File: config.mk
export PLATFORM = sky130hd
export DESIGN_NAME = line_sensor_pid_steering
export DESIGN_NICKNAME = d
export VERILOG_FILES = /design/src/rtl/lsps_pkg.sv /design/src/rtl/lsps_centroid.sv /design/src/rtl/lsps_pid_core.sv /design/src/rtl/line_sensor_pid_steering.sv
export SDC_FILE = /design/constraint.sdc
export NUM_CORES = 1
export LEC_CHECK = 0
export BUFFER_PORTS_ARGS = -buffer_cell sky130_fd_sc_hd__buf_2
export CORE_MARGIN = 2
export CORE_UTILIZATION = 42
export CTS_BUF_LIST = sky130_fd_sc_hd__clkbuf_4 sky130_fd_sc_hd__clkbuf_8 sky130_fd_sc_hd__clkbuf_16
export CTS_CLUSTER_DIAMETER = 100
export DETAILED_ROUTE_END_ITERATION = 12
export PLACE_DENSITY = 0.57
export SLEW_MARGIN = 20
export SYNTH_ARGS = -nofsm -noshare
export SYNTH_HDL_FRONTEND = slang
export SYNTH_SLANG_ARGS = --single-unit
File: constraint.sdc
create_clock -name i_clk -period 12 [get_ports i_clk]
set_input_delay 3 -clock i_clk [delete_from_list [all_inputs] [get_ports i_clk]]
set_output_delay 3 -clock i_clk [all_outputs]
set_load 0.05 [all_outputs]
File: src/rtl/lsps_pkg.sv
// Shared types and constants for the line sensor PID steering block.
package lsps_pkg;

    // Sensor array and fixed point format.
    localparam int SENSOR_COUNT = 8;
    localparam int FRAC_BITS    = 8;
    localparam int CNT_W        = $clog2(SENSOR_COUNT + 1);
    localparam int SUM_W        = $clog2(SENSOR_COUNT * (SENSOR_COUNT - 1) / 2 + 1);
    localparam int NUM_W        = SUM_W + FRAC_BITS;
    localparam int STEP_W       = $clog2(NUM_W);

    // Field widths.
    localparam int SENS_W = 8;
    localparam int POS_W  = 11;
    localparam int GAIN_W = 16;
    localparam int DUTY_W = 10;
    localparam int CORR_W = 11;
    localparam int ERR_W  = 12;
    localparam int DIFF_W = ERR_W + 1;
    localparam int PROD_W = GAIN_W + 1 + DIFF_W;
    localparam int INT_W  = 40;
    localparam int TOT_W  = INT_W + 2;
    localparam int SHF_W  = TOT_W - FRAC_BITS;
    localparam int SUMD_W = DUTY_W + 2;

    localparam logic signed [SUMD_W-1:0] PWM_TOP = SUMD_W'(1000);

    // Configuration port.
    localparam int CFG_ADDR_W = 3;
    localparam int CFG_DATA_W = 16;
    localparam logic [CFG_ADDR_W-1:0] CFG_SET_POINT  = 3'd0;
    localparam logic [CFG_ADDR_W-1:0] CFG_GAIN_P     = 3'd1;
    localparam logic [CFG_ADDR_W-1:0] CFG_GAIN_I     = 3'd2;
    localparam logic [CFG_ADDR_W-1:0] CFG_GAIN_D     = 3'd3;
    localparam logic [CFG_ADDR_W-1:0] CFG_BASE_SPEED = 3'd4;
    localparam logic [CFG_ADDR_W-1:0] CFG_CORR_LIMIT = 3'd5;

    // Register reset values.
    localparam logic [POS_W-1:0]  RST_SET_POINT  = 11'd896;
    localparam logic [GAIN_W-1:0] RST_GAIN_P     = 16'd150;
    localparam logic [GAIN_W-1:0] RST_GAIN_I     = 16'd0;
    localparam logic [GAIN_W-1:0] RST_GAIN_D     = 16'd0;
    localparam logic [DUTY_W-1:0] RST_BASE_SPEED = 10'd500;
    localparam logic [DUTY_W-1:0] RST_CORR_LIMIT = 10'd500;

    // Controller settings handed from the register bank to the PID core.
    typedef struct packed {
        logic [POS_W-1:0]  set_point;
        logic [GAIN_W-1:0] gain_p;
        logic [GAIN_W-1:0] gain_i;
        logic [GAIN_W-1:0] gain_d;
        logic [DUTY_W-1:0] base_speed;
        logic [DUTY_W-1:0] corr_limit;
    } t_pid_cfg;

endpackage

File: src/rtl/lsps_centroid.sv
// Line position finder: set bit count and index sum, then a bit-serial divide.
module lsps_centroid (
    input  logic                            i_clk,
    input  logic                            i_rst_n,
    input  logic                            i_start,
    input  logic [lsps_pkg::SENS_W-1:0]     i_bits,
    output logic                            o_done,
    output logic [lsps_pkg::POS_W-1:0]      o_position,
    output logic                            o_lost
);

    logic [lsps_pkg::CNT_W-1:0]  w_cnt;
    logic [lsps_pkg::SUM_W-1:0]  w_sum;
    logic [lsps_pkg::CNT_W:0]    w_trial;
    logic                        w_qbit;

    logic                        r_run;
    logic                        r_done;
    logic                        r_lost;
    logic [lsps_pkg::STEP_W-1:0] r_step;
    logic [lsps_pkg::CNT_W-1:0]  r_div;
    logic [lsps_pkg::CNT_W-1:0]  r_rem;
    logic [lsps_pkg::NUM_W-1:0]  r_nq;

    // Count the set sensors and add up their indices.
    always_comb begin
        w_cnt = '0;
        w_sum = '0;
        for (int i = 0; i < lsps_pkg::SENSOR_COUNT; i++) begin
            if (i_bits[i]) begin
                w_cnt = w_cnt + lsps_pkg::CNT_W'(1);
                w_sum = w_sum + lsps_pkg::SUM_W'(i);
            end
        end
    end

    // One restoring divide step: shift in the next numerator bit and try to subtract.
    assign w_trial = {r_rem, r_nq[lsps_pkg::NUM_W-1]};
    assign w_qbit  = (w_trial >= {1'b0, r_div});

    // Control of the divide sequence.
    always_ff @(posedge i_clk) begin
        if (!i_rst_n) begin
            r_run  <= 1'b0;
            r_done <= 1'b0;
            r_step <= '0;
        end else begin
            r_done <= 1'b0;
            if (i_start) begin
                r_step <= '0;
                if (w_cnt == '0) begin
                    r_done <= 1'b1;
                end else begin
                    r_run <= 1'b1;
                end
            end else if (r_run) begin
                r_step <= r_step + lsps_pkg::STEP_W'(1);
                if (r_step == lsps_pkg::STEP_W'(lsps_pkg::NUM_W - 1)) begin
                    r_run  <= 1'b0;
                    r_done <= 1'b1;
                end
            end
        end
    end

    // Numerator and quotient share one shift register.
    always_ff @(posedge i_clk) begin
        if (i_start) begin
            r_nq   <= {w_sum, {lsps_pkg::FRAC_BITS{1'b0}}};
            r_rem  <= '0;
            r_div  <= w_cnt;
            r_lost <= (w_cnt == '0);
        end else if (r_run) begin
            r_nq  <= {r_nq[lsps_pkg::NUM_W-2:0], w_qbit};
            r_rem <= w_qbit ? lsps_pkg::CNT_W'(w_trial - {1'b0, r_div})
                            : lsps_pkg::CNT_W'(w_trial);
        end
    end

    // With no set bit the shift register was loaded with zero, so the position reads zero.
    assign o_done     = r_done;
    assign o_lost     = r_lost;
    assign o_position = r_nq[lsps_pkg::POS_W-1:0];

endmodule

File: src/rtl/lsps_pid_core.sv
// PID sequencer around one shared multiplier, with integral, clamping and duty logic.
module lsps_pid_core (
    input  logic                                i_clk,
    input  logic                                i_rst_n,
    input  logic                                i_start,
    input  logic [lsps_pkg::POS_W-1:0]          i_position,
    input  lsps_pkg::t_pid_cfg                  i_cfg,
    input  logic                                i_out_free,
    output logic                                o_done,
    output logic [lsps_pkg::DUTY_W-1:0]         o_left_duty,
    output logic [lsps_pkg::DUTY_W-1:0]         o_right_duty,
    output logic signed [lsps_pkg::CORR_W-1:0]  o_correction
);

    localparam logic [3:0] P_IDLE = 4'd0;
    localparam logic [3:0] P_ERR  = 4'd1;
    localparam logic [3:0] P_MI   = 4'd2;
    localparam logic [3:0] P_INT  = 4'd3;
    localparam logic [3:0] P_PRO  = 4'd4;
    localparam logic [3:0] P_DER  = 4'd5;
    localparam logic [3:0] P_SHF  = 4'd6;
    localparam logic [3:0] P_CLP  = 4'd7;
    localparam logic [3:0] P_OUT  = 4'd8;

    localparam int TW = lsps_pkg::TOT_W;
    localparam int SW = lsps_pkg::SHF_W;
    localparam int DW = lsps_pkg::SUMD_W;

    logic [3:0] r_state;
    logic [3:0] n_state;

    logic [lsps_pkg::POS_W-1:0]         r_pos;
    logic signed [lsps_pkg::ERR_W-1:0]  r_err;
    logic signed [lsps_pkg::ERR_W-1:0]  r_last_err;
    logic signed [lsps_pkg::DIFF_W-1:0] r_diff;
    logic signed [lsps_pkg::PROD_W-1:0] r_prod;
    logic signed [lsps_pkg::INT_W-1:0]  r_integral;
    logic signed [TW-1:0]               r_total;
    logic signed [SW-1:0]               r_shift;
    logic signed [lsps_pkg::CORR_W-1:0] r_corr;

    logic signed [lsps_pkg::GAIN_W:0]   w_mul_a;
    logic signed [lsps_pkg::DIFF_W-1:0] w_mul_b;
    logic signed [lsps_pkg::INT_W:0]    w_int_sum;
    logic signed [TW-1:0]               w_prod_ext;
    logic signed [TW-1:0]               w_tot_adj;
    logic signed [SW-1:0]               w_lim;
    logic signed [SW-1:0]               w_nlim;
    logic signed [DW-1:0]               w_left;
    logic signed [DW-1:0]               w_right;

    function automatic logic signed [lsps_pkg::DIFF_W-1:0] DIFF_SIGN_EXT(
        input logic signed [lsps_pkg::ERR_W-1:0] v
    );
        return {v[lsps_pkg::ERR_W-1], v};
    endfunction

    // Sequencer.
    always_comb begin
        n_state = r_state;
        case (r_state)
            P_IDLE:  if (i_start) n_state = P_ERR;
            P_ERR:   n_state = P_MI;
            P_MI:    n_state = P_INT;
            P_INT:   n_state = P_PRO;
            P_PRO:   n_state = P_DER;
            P_DER:   n_state = P_SHF;
            P_SHF:   n_state = P_CLP;
            P_CLP:   n_state = P_OUT;
            P_OUT:   if (i_out_free) n_state = P_IDLE;
            default: n_state = P_IDLE;
        endcase
    end

    always_ff @(posedge i_clk) begin
        if (!i_rst_n) begin
            r_state <= P_IDLE;
        end else begin
            r_state <= n_state;
        end
    end

    // Operand select for the shared multiplier: integral, proportional, derivative.
    always_comb begin
        case (r_state)
            P_MI: begin
                w_mul_a = $signed({1'b0, i_cfg.gain_i});
                w_mul_b = DIFF_SIGN_EXT(r_err);
            end
            P_INT: begin
                w_mul_a = $signed({1'b0, i_cfg.gain_p});
                w_mul_b = DIFF_SIGN_EXT(r_err);
            end
            default: begin
                w_mul_a = $signed({1'b0, i_cfg.gain_d});
                w_mul_b = r_diff;
            end
        endcase
    end

    // Integral add with saturation to the 40-bit signed range.
    assign w_int_sum = {r_integral[lsps_pkg::INT_W-1], r_integral}
                     + (lsps_pkg::INT_W + 1)'(r_prod);
    assign w_prod_ext = TW'(r_prod);

    // Truncation toward zero: bias negative values before the arithmetic shift.
    assign w_tot_adj = r_total + (r_total[TW-1] ? TW'((1 << lsps_pkg::FRAC_BITS) - 1) : '0);

    assign w_lim  = $signed({{(SW - lsps_pkg::DUTY_W){1'b0}}, i_cfg.corr_limit});
    assign w_nlim = -w_lim;

    // Datapath registers.
    always_ff @(posedge i_clk) begin
        if (!i_rst_n) begin
            r_integral <= '0;
            r_last_err <= '0;
        end else begin
            if (r_state == P_INT) begin
                if (w_int_sum[lsps_pkg::INT_W] != w_int_sum[lsps_pkg::INT_W-1]) begin
                    r_integral <= w_int_sum[lsps_pkg::INT_W] ?
                                  {1'b1, {(lsps_pkg::INT_W-1){1'b0}}} :
                                  {1'b0, {(lsps_pkg::INT_W-1){1'b1}}};
                end else begin
                    r_integral <= w_int_sum[lsps_pkg::INT_W-1:0];
                end
            end
            if (r_state == P_DER) begin
                r_last_err <= r_err;
            end
        end
    end

    always_ff @(posedge i_clk) begin
        r_prod <= w_mul_a * w_mul_b;
        case (r_state)
            P_IDLE: begin
                if (i_start) r_pos <= i_position;
            end
            P_ERR: begin
                r_err <= $signed({1'b0, i_cfg.set_point}) - $signed({1'b0, r_pos});
            end
            P_MI: begin
                r_diff <= DIFF_SIGN_EXT(r_err) - DIFF_SIGN_EXT(r_last_err);
            end
            P_PRO: begin
                r_total <= TW'(r_integral) + w_prod_ext;
            end
            P_DER: begin
                r_total <= r_total + w_prod_ext;
            end
            P_SHF: begin
                r_shift <= w_tot_adj[TW-1:lsps_pkg::FRAC_BITS];
            end
            P_CLP: begin
                if (r_shift > w_lim) begin
                    r_corr <= lsps_pkg::CORR_W'(w_lim);
                end else if (r_shift < w_nlim) begin
                    r_corr <= lsps_pkg::CORR_W'(w_nlim);
                end else begin
                    r_corr <= r_shift[lsps_pkg::CORR_W-1:0];
                end
            end
            default: begin
            end
        endcase
    end

    // Motor duties from the saturated correction.
    assign w_left  = $signed({2'b00, i_cfg.base_speed}) - DW'(r_corr);
    assign w_right = $signed({2'b00, i_cfg.base_speed}) + DW'(r_corr);

    always_comb begin
        if (w_left < 0) begin
            o_left_duty = '0;
        end else if (w_left > lsps_pkg::PWM_TOP) begin
            o_left_duty = lsps_pkg::PWM_TOP[lsps_pkg::DUTY_W-1:0];
        end else begin
            o_left_duty = w_left[lsps_pkg::DUTY_W-1:0];
        end
        if (w_right < 0) begin
            o_right_duty = '0;
        end else if (w_right > lsps_pkg::PWM_TOP) begin
            o_right_duty = lsps_pkg::PWM_TOP[lsps_pkg::DUTY_W-1:0];
        end else begin
            o_right_duty = w_right[lsps_pkg::DUTY_W-1:0];
        end
    end

    assign o_correction = r_corr;
    assign o_done       = (r_state == P_OUT) && i_out_free;

endmodule

File: src/rtl/line_sensor_pid_steering.sv
// One word is in work at a time: the next word is accepted once the PID result of the last
// is handed to the output register. The 13-step centroid divide (skipped when no sensor bit
// is set) and the eight-step PID sequence around one shared multiplier set the pace.
// A finished result waits in the output register while the next word is accepted.
// Reset (synchronous, active low) restores the register defaults, clears the integral and
// the previous error, and empties the output register.
module line_sensor_pid_steering (
    input  logic                                i_clk,
    input  logic                                i_rst_n,
    // Configuration write port.
    input  logic                                i_cfg_we,
    input  logic [lsps_pkg::CFG_ADDR_W-1:0]     i_cfg_addr,
    input  logic [lsps_pkg::CFG_DATA_W-1:0]     i_cfg_wdata,
    // Sensor word stream.
    input  logic                                i_s_axis_tvalid,
    output logic                                o_s_axis_tready,
    input  logic [7:0]                          i_s_axis_tdata,  // [7:0] sensor_bits
    // Steering result stream.
    output logic                                o_m_axis_tvalid,
    input  logic                                i_m_axis_tready,
    output logic [31:0]                         o_m_axis_tdata,  // [9:0] left_duty,
                                                                 // [19:10] right_duty,
                                                                 // [30:20] correction
    output logic                                o_m_axis_tuser   // [0] line_lost
);

    lsps_pkg::t_pid_cfg r_cfg;

    logic                               r_busy;
    logic                               r_lost;
    logic                               r_out_valid;
    logic [lsps_pkg::DUTY_W-1:0]        r_out_left;
    logic [lsps_pkg::DUTY_W-1:0]        r_out_right;
    logic [lsps_pkg::CORR_W-1:0]        r_out_corr;
    logic                               r_out_lost;

    logic                               w_accept;
    logic                               w_out_free;
    logic                               w_cen_done;
    logic                               w_cen_lost;
    logic [lsps_pkg::POS_W-1:0]         w_position;
    logic                               w_pid_done;
    logic [lsps_pkg::DUTY_W-1:0]        w_left;
    logic [lsps_pkg::DUTY_W-1:0]        w_right;
    logic signed [lsps_pkg::CORR_W-1:0] w_corr;

    assign w_accept   = i_s_axis_tvalid && o_s_axis_tready;
    assign w_out_free = !r_out_valid || i_m_axis_tready;

    // Register bank; unknown indexes are ignored.
    always_ff @(posedge i_clk) begin
        if (!i_rst_n) begin
            r_cfg.set_point  <= lsps_pkg::RST_SET_POINT;
            r_cfg.gain_p     <= lsps_pkg::RST_GAIN_P;
            r_cfg.gain_i     <= lsps_pkg::RST_GAIN_I;
            r_cfg.gain_d     <= lsps_pkg::RST_GAIN_D;
            r_cfg.base_speed <= lsps_pkg::RST_BASE_SPEED;
            r_cfg.corr_limit <= lsps_pkg::RST_CORR_LIMIT;
        end else if (i_cfg_we) begin
            case (i_cfg_addr)
                lsps_pkg::CFG_SET_POINT:
                    r_cfg.set_point <= i_cfg_wdata[lsps_pkg::POS_W-1:0];
                lsps_pkg::CFG_GAIN_P:
                    r_cfg.gain_p <= i_cfg_wdata[lsps_pkg::GAIN_W-1:0];
                lsps_pkg::CFG_GAIN_I:
                    r_cfg.gain_i <= i_cfg_wdata[lsps_pkg::GAIN_W-1:0];
                lsps_pkg::CFG_GAIN_D:
                    r_cfg.gain_d <= i_cfg_wdata[lsps_pkg::GAIN_W-1:0];
                lsps_pkg::CFG_BASE_SPEED:
                    r_cfg.base_speed <= i_cfg_wdata[lsps_pkg::DUTY_W-1:0];
                lsps_pkg::CFG_CORR_LIMIT:
                    r_cfg.corr_limit <= i_cfg_wdata[lsps_pkg::DUTY_W-1:0];
                default: begin
                end
            endcase
        end
    end

    lsps_centroid u_centroid (
        .i_clk      (i_clk),
        .i_rst_n    (i_rst_n),
        .i_start    (w_accept),
        .i_bits     (i_s_axis_tdata[lsps_pkg::SENS_W-1:0]),
        .o_done     (w_cen_done),
        .o_position (w_position),
        .o_lost     (w_cen_lost)
    );

    lsps_pid_core u_pid_core (
        .i_clk        (i_clk),
        .i_rst_n      (i_rst_n),
        .i_start      (w_cen_done),
        .i_position   (w_position),
        .i_cfg        (r_cfg),
        .i_out_free   (w_out_free),
        .o_done       (w_pid_done),
        .o_left_duty  (w_left),
        .o_right_duty (w_right),
        .o_correction (w_corr)
    );

    // One word in flight at a time.
    always_ff @(posedge i_clk) begin
        if (!i_rst_n) begin
            r_busy <= 1'b0;
        end else if (w_accept) begin
            r_busy <= 1'b1;
        end else if (w_pid_done) begin
            r_busy <= 1'b0;
        end
    end

    // Keep the line-lost flag until the PID result is ready.
    always_ff @(posedge i_clk) begin
        if (w_cen_done) begin
            r_lost <= w_cen_lost;
        end
    end

    // Output register.
    always_ff @(posedge i_clk) begin
        if (!i_rst_n) begin
            r_out_valid <= 1'b0;
        end else if (w_pid_done) begin
            r_out_valid <= 1'b1;
        end else if (i_m_axis_tready) begin
            r_out_valid <= 1'b0;
        end
    end

    always_ff @(posedge i_clk) begin
        if (w_pid_done) begin
            r_out_left  <= w_left;
            r_out_right <= w_right;
            r_out_corr  <= w_corr;
            r_out_lost  <= r_lost;
        end
    end

    assign o_s_axis_tready = !r_busy;
    assign o_m_axis_tvalid = r_out_valid;
    assign o_m_axis_tdata  = {1'b0, r_out_corr, r_out_right, r_out_left};
    assign o_m_axis_tuser  = r_out_lost;

    // The block takes no second word while one is in work.
    a_busy_after_accept: assert property (@(posedge i_clk) disable iff (!i_rst_n)
        w_accept |=> !o_s_axis_tready)
        else $error("sensor word accepted while another is in work");

    // Delivered duties never exceed the PWM top.
    a_duty_range: assert property (@(posedge i_clk) disable iff (!i_rst_n)
        o_m_axis_tvalid |-> (r_out_left <= 10'd1000) && (r_out_right <= 10'd1000))
        else $error("motor duty above PWM top");

    // The delivered correction stays inside the configured bound.
    a_corr_bound: assert property (@(posedge i_clk) disable iff (!i_rst_n)
        o_m_axis_tvalid |->
            ($signed(r_out_corr) <= $signed({1'b0, r_cfg.corr_limit})) &&
            ($signed(r_out_corr) >= -$signed({1'b0, r_cfg.corr_limit})))
        else $error("correction outside configured limit");

endmodule
==> key figures, run 1 <==
Global routing
  • GRT Residual Overflow: 0
  • Antenna violations before repair: 0
  • Number of global-route vias before repair: 22700
  • First-pass GRT wire length: 125 mm
  • Largest net degree at the start of global routing: 78
  • GRT Total Usage: 22.6%

Routing
  • Drt first-iter violations: 1521
  • Final WL: 79.0 mm
  • Via count: 22800
  • Vias/cell: 5.45
  • WL met1: 36.5 mm
  • Pre-Repair DR Iteration Count: 5
  • Top Metal Used: met4
  • Post-route ant nets: 0
  • Met3 wire length: 4.46 mm
  • Met2 WL: 35.4 mm
  • WL/cell: 18.9 microns
  • DRC errors left: 0

Setup path
  • CP max-delay cell: nor3_1
  • Max Fanout on Critical Path: 18
  • CP required: 12.50 ns
  • Most used cell, CP: fa_1
  • Worst path bufs/invs: 3
  • Startpoint Class: flop
  • WS Path Type: flop to flop
  • CP max stage delay: 0.89 ns
  • Crit-path leading delay family: adder cells
  • Critical path endpoint category: flop
  • Critical Path AT: 9.36 ns

Flow run
  • Maxcap violations: 0

STA
  • Slew Limit Fails: 0
  • Final Cycle Share: 73.8%
  • Fmax: 0.113 GHz
  • Clock skew: 0.0258 ns
  • Max_slew headroom: 26.0%
  • Worst Tran Pin Value: 1.11 ns
  • Final setup vio count: 0
  • Final setup TNS: 0 ns
  • Final hold violation count: 0
  • RSZ-0062 raised after global routing: false
  • Crit path time final: 8.85 ns

Yosys
  • Sequential area share after synthesis: 30.3%
  • Area share of the largest cell type after synthesis: 17.4%
  • Most frequent cells after synthesis: nand2_1 (440), nor2_1 (304), inv_1 (301), ha_1 (298), dfxtp_1 (185)
  • Yosys reg bits: 351
  • Async SR Flop Fraction: 0%
  • Synth cell types: 79
  • Post-synth top area cell: edfxtp_1
  • Synth Warn #: 0
  • Dominant synthesized flop cell: dfxtp_1
  • Cell count after synthesis: 3248
  • Count leader, synth: nand2_1
  • Cell Area, Synth: 28700 sq um
  • Dominant cells by area after synthesis: edfxtp_1 (17%), ha_1 (13%), dfxtp_1 (13%)
  • Number of enable flip-flop cells after synthesis: 166
  • Syn avg cell area: 8.83 sq um
  • Syn_nets: 3739

Clocking
  • CTS H-Tree Depth: 2
  • Cts bufs inserted: 44
  • CTS tree: done
  • CTS max path bufs: 3
  • Clk_lat worst skew: 0.59 ns
  • Root Driver: clkbuf_16
  • Post-CTS setup buffer count: 0
  • Hold buffer count at CTS: 0
  • Clock sinks: 351
  • PostCTS Resize Cnt: 0
  • Clock transition at path regs: 0.06 ns

Layout
  • Flip-flop and latch area: 8690 sq um
  • Share of layout cells above drive strength 1: 6.54%
  • Layout fillers: 6450
  • Multi-input gate area: 18400 sq um
  • Number of diodes: 0
  • Area growth, synth to finish: 9.53%
  • Final nets: 3760

Die
  • Core ar.: 67400 sq um
  • # IOs: 67
  • Initial Utilization: 42.6%
  • Die area: 70400 sq um
  • Die Height: 265 microns
  • Rows: 95
  • DIE WIDTH: 265 microns

Power
  • Maximum vdd ir drop: 0.405 mV
  • Power Total: 0.00909 W
  • Pwr dens: 289 nW/um^2
  • LEAKAGE: 13.7 nW

Place
  • Port Buffers: 65
  • Routability cong.: 0.960
  • Dpl hpwl: 60.9 mm

Worst hold path
  • Hold/Removal Path Class: flop to flop

Status
  • Outcome: completed
-- where the power goes --
part / internal [W] / leakage (nW) / switching (W)
Sequential: 0.00146 / 3.02 / 0.000109
Combinational: 0.00244 / 9.95 / 0.00372
Clock: 0.000817 / 0.745 / 0.000552
Total: 0.00471 / 13.7 / 0.00438
-- final timing paths --
| kind | startpoint | end | slack (ns) | depth (start not counted) |
|---|---|---|---|---|
| worst max-delay path | u_pid_core.r_state[3]$_SDFFE_PN0P_ | u_pid_core.r_prod[29]$_DFF_P_ | 3.15 | 25 |
| worst min-delay path | u_centroid.o_lost$_DFFE_PP_ | r_lost$_DFFE_PP_ | 0.43 | 0 |
| worst max register to register | u_pid_core.r_state[3]$_SDFFE_PN0P_ | u_pid_core.r_prod[29]$_DFF_P_ | 3.15 | 25 |
| worst min register to register | u_centroid.o_lost$_DFFE_PP_ | r_lost$_DFFE_PP_ | 0.43 | 0 |
-- registers in the layout (all words and copies together) (netlist names), 11 cells and up --
| name | count |
|---|---|
| r_cfg | 79 |
| u_pid_core.r_total | 42 |
| u_pid_core.r_integral | 40 |
| u_pid_core.r_shift | 34 |
| u_pid_core.r_prod | 30 |
| u_centroid.r_nq | 13 |
| u_pid_core.r_diff | 13 |
| u_pid_core.r_err | 12 |
| u_pid_core.r_last_err | 12 |
| r_out_corr | 11 |
| u_pid_core.o_correction | 11 |
| u_pid_core.r_pos | 11 |
-- cell families (layout without fill, tap and decap cells) --
logic type                 count (synthesis)  count (layout)  synth area share, %
DFF                                      351             351                 30.3
muxes                                     32              32                 1.14
xor gates and xnor gates                 182             182                 5.58
buffers and inverters                    422             479                 5.59
AOI/OAI and AO/OA                        679             679                 15.1
and+or+nand+nor                         1086            1086                 16.8
adders and majority gates                495             495                 25.5
other                                      1               1               0.0131
-- stage by stage --
step           util [%]  worst slack (ns)  cells  instance area [sq um]  hold slack (ns)
2_1_floorplan         -              3.97   3248                  28700            0.400
3_3_place_gp       44.4              3.24   4096                  29900            0.411
3_5_place_dp       44.4              3.14   4096                  29900            0.426
4_1_cts            46.6              3.13   4178                  31400            0.439
5_1_grt            46.6              2.64   4178                  31400            0.442
6_report           46.6              3.15   4178                  31400            0.431
-- worst reg2reg max path, delay by kind of cell (launching register included) --
kind                       cells  cell delay, ns
AOI/OAI and AO/OA              7            1.84
xor gates and xnor gates       1            0.13
adders and majority gates      7            3.47
buffers and inverters          3            0.17
DFF                            1            0.52
and+or+nand+nor                7            2.67
-- layer usage --
| metal | global-route usage [%] | up-vias |
|---|---|---|
| li1 | - | 11100 |
| met1 | 31.1 | 10900 |
| met2 | 36.2 | 599 |
| met3 | 3.65 | 126 |
| met4 | 7.60 | 0 |
| met5 | 0 | - |
-- layout make-up --
class / count / area share [%]
clock buffers: 56 / 4.06
clock inverters: 26 / 0.697
inverters: 301 / 3.60
multi-input cells: 2475 / 58.7
flip-flops and latches: 351 / 27.7
well taps: 873 / 3.48
repair buffers: 96 / 1.78
-- cells in the final DEF, fill, tap and decap left out, types with 9 or more instances in the layout --
master,instances
a2111oi_0,9
a211oi_1,14
a21boi_0,87
a21o_1,60
a21oi_1,182
a31oi_1,12
and2_1,10
and3_1,22
buf_2,64
buf_4,32
clkbuf_16,47
clkinv_2,10
dfxtp_1,184
edfxtp_1,166
fa_1,161
ha_1,298
inv_1,301
maj3_1,35
mux2i_1,26
nand2_1,440
nand2b_1,41
nand3_1,61
nand4_1,32
nor2_1,299
nor2b_1,39
nor3_1,59
nor3b_1,9
nor4_1,12
o211ai_1,12
o21a_1,29
o21ai_0,183
o21bai_1,14
o31ai_1,10
or2_2,9
or3_1,29
xnor2_1,120
xor2_1,61
Note: power is estimated with default switching activity, not from simulation.
==> run 2, diff against run 1 <==
Settings changed: PLACE_DENSITY 0.57 to 0.59.
Clock period 12 ns to 7.5 ns, I/O delays scaled along.
==> key figures, run 2 (synthesis results as in run 1) <==
Place
  • Dpl hpwl: 61.6 mm (+1.1%)
  • Routability cong.: 1.01 (+4.8%)
  • Port Buffers: 65 (unchanged)
  • Dpl cells: 4161 (+1.6%)

STA
  • Slew Limit Fails: 0 (unchanged)
  • Clock skew: 0.0273 ns (+0.00151 ns)
  • Worst Tran Pin Value: 1.15 ns (+0.0442 ns)
  • Final Cycle Share: 96.5% (+23 points)
  • Final setup vio count: 0 (unchanged)
  • Crit path time final: 7.24 ns (-1.62 ns)
  • Final hold violation count: 0 (unchanged)
  • Max_slew headroom: 23.0% (-3.0 points)
  • Fmax: 0.138 GHz (+22%)

Status
  • Outcome: completed

Layout
  • Share of layout cells above drive strength 1: 10.5% (+3.9 points)
  • Area growth, synth to finish: 12.8%
  • Biggest regs: r_cfg x79, u_pid_core.r_total x42, u_pid_core.r_integral x40
  • Non-filler instance count after layout: 4261 (+2.0%)
  • Multi-input gate area: 18700 sq um (+1.1%)
  • Most frequent cells in the layout: nand2_1 (435), inv_1 (297), ha_1 (297)
  • Util after Layout: 48.0% (+1.4 points)
  • Layout fillers: 6473 (+0.36%)
  • Final nets: 3843 (+2.2%)
  • Number of diodes: 0 (unchanged)
  • Commonest non-fill, non-tap cell in the layout: nand2_1
  • Max reg flops: 79 (unchanged)
  • Largest reg by FF count: r_cfg
  • Flip-flop and latch area: 8690 sq um (about the same)

Global routing
  • Number of global-route vias before repair: 21700 (-4.3%)
  • GRT Total Usage: 22.1% (-0.55 points)
  • First-pass GRT wire length: 122 mm (-2.4%)
  • Largest net degree at the start of global routing: 81 (+3.8%)
  • Antenna violations before repair: 1 (+1)
  • GRT Residual Overflow: 0 (unchanged)

Routing
  • DRC errors left: 0 (unchanged)
  • WL/cell: 18.3 microns (-3.2%)
  • Final WL: 78.0 mm (-1.3%)
  • Post-route ant nets: 0 (unchanged)
  • Drt first-iter violations: 1259 (-17%)
  • Vias/cell: 5.34 (-2.1%)
  • Via count: 22700 (-0.12%)
  • Pre-Repair DR Iteration Count: 5 (unchanged)

Die
  • Initial Utilization: 42.6% (unchanged)
  • Die Height: 265 microns (unchanged)
  • Core ar.: 67400 sq um (unchanged)
  • # IOs: 67 (unchanged)
  • Rows: 95 (unchanged)
  • Die area: 70400 sq um (unchanged)
  • DIE WIDTH: 265 microns (unchanged)

Setup path
  • Worst r2r dst: u_pid_core.r_prod[29]$_DFF_P_
  • R2r startpoint: u_pid_core.r_state[2]$_SDFFE_PN0P_
  • CP max-delay cell: fa_1
  • Setup crit end: u_pid_core.r_prod[29]$_DFF_P_
  • CP max stage delay: 0.55 ns (-0.34 ns)
  • WS Path Type: flop to flop
  • Max Fanout on Critical Path: 8 (-10)
  • Setup slack, reg-to-reg: 0.26 ns (-2.88 ns)
  • Critical path endpoint category: flop
  • CP required: 8.00 ns (-4.50 ns)
  • Reg2Reg Depth: 29 (+16%)
  • Startpoint Class: flop
  • Critical Path AT: 7.74 ns (-1.62 ns)
  • Most used cell, CP: fa_1
  • Crit. Startpoint: u_pid_core.r_state[2]$_SDFFE_PN0P_

Clocking
  • CTS max path bufs: 3 (unchanged)
  • Hold buffer count at CTS: 0 (unchanged)
  • Root Driver: clkbuf_16
  • CTS H-Tree Depth: 2 (unchanged)
  • Clk_lat worst skew: 0.59 ns (about the same)
  • Cts bufs inserted: 45 (+2.3%)
  • CTS tree: done
  • Clock sinks: 351 (unchanged)
  • Clock transition at path regs: 0.06 ns (about the same)

Power
  • Maximum vdd ir drop: 0.594 mV (+46%)
  • LEAKAGE: 14.2 nW (+3.4%)
  • Pwr dens: 447 nW/um^2 (+54%)

Flow run
  • Maxcap violations: 0 (unchanged)

Worst hold path
  • Hold/Removal Path Class: flop to flop
  • Hold depth: 0 (unchanged)
==> run 2: changes by cell type in the layout (fill, tap and decap cells not counted), moves of 6 or more <==
cell and change:
clkbuf_4 +9, or3_4 +7, buf_4 +74, nor2_1 -17, nor2_2 +15, nor3_1 -6
or3_1 -7, clkinv_1 -7
==> run 2: timing repair <==
action / 4_1_cts / 5_1_grt
resized for setup: 0 / 54
buffers inserted: 0 / 15
setup endpoints to repair: 0 / 2
==> run 2: critical path, delay by kind of cell, from the launching register on <==
kind	cells	cell delay [ns]
flip-flops	1	0.34
adder cells (fa/ha/maj)	7	2.99
AND/OR/NAND/NOR	7	1.39
XOR/XNOR	1	0.13
AO/OA/AOI/OAI	7	1.63
buffers and inverters	7	0.69
==> run 2: worst min-delay path by stage <==
stage                                            from  slack (ns)                       end
after floorplan                      r_lost$_DFFE_PP_        0.40  o_m_axis_tuser$_DFFE_PP_
after global placement    u_centroid.o_lost$_DFFE_PP_        0.40          r_lost$_DFFE_PP_
after detailed placement  u_centroid.o_lost$_DFFE_PP_        0.42          r_lost$_DFFE_PP_
after CTS                 u_centroid.o_lost$_DFFE_PP_        0.43          r_lost$_DFFE_PP_
after global routing      u_centroid.o_lost$_DFFE_PP_        0.45          r_lost$_DFFE_PP_
final                     u_centroid.o_lost$_DFFE_PP_        0.43          r_lost$_DFFE_PP_
==> run 2: stage by stage <==
stage          area (sq um)  setup TNS (ns)  total power (W)  worst slack (ns)  hold slack (ns)
2_1_floorplan         28800               0          0.00952           0.00796            0.400
6_report              32400               0           0.0145             0.262            0.432
5_1_grt               32400         -0.0404           0.0159           -0.0270            0.449
3_3_place_gp          30500               0           0.0121            0.0999            0.401
4_1_cts               32000               0           0.0144            0.0372            0.434
3_5_place_dp          30500               0           0.0121            0.0555            0.420
==> run 2: per-layer routing <==
| metal | vias up | part of all wire, % | global-route usage [%] |
|---|---|---|---|
| met5 | - | 0 | 0 |
| met4 | 0 | 2.9 | 6.50 |
| met3 | 118 | 7.0 | 4.97 |
| met2 | 516 | 44 | 34.4 |
| met1 | 10800 | 46 | 30.5 |
| li1 | 11300 | - | - |
==> run 2: power by group <==
part | switching (W) | internal, W | leakage [nW]
combinational | 0.00553 | 0.00414 | 10.4
sequential | 0.000208 | 0.00234 | 3.02
clock | 0.000881 | 0.00136 | 0.781
total | 0.00662 | 0.00784 | 14.2
==> run 2: layout make-up <==
cell class              count  share of cell area [%]
multi-input cells        2476                    57.6
flip-flops and latches    351                    26.9
repair buffers            177                    3.79
well taps                 873                    3.38
inverters                 301                    3.51
clock buffers              68                    4.31
clock inverters            15                   0.495
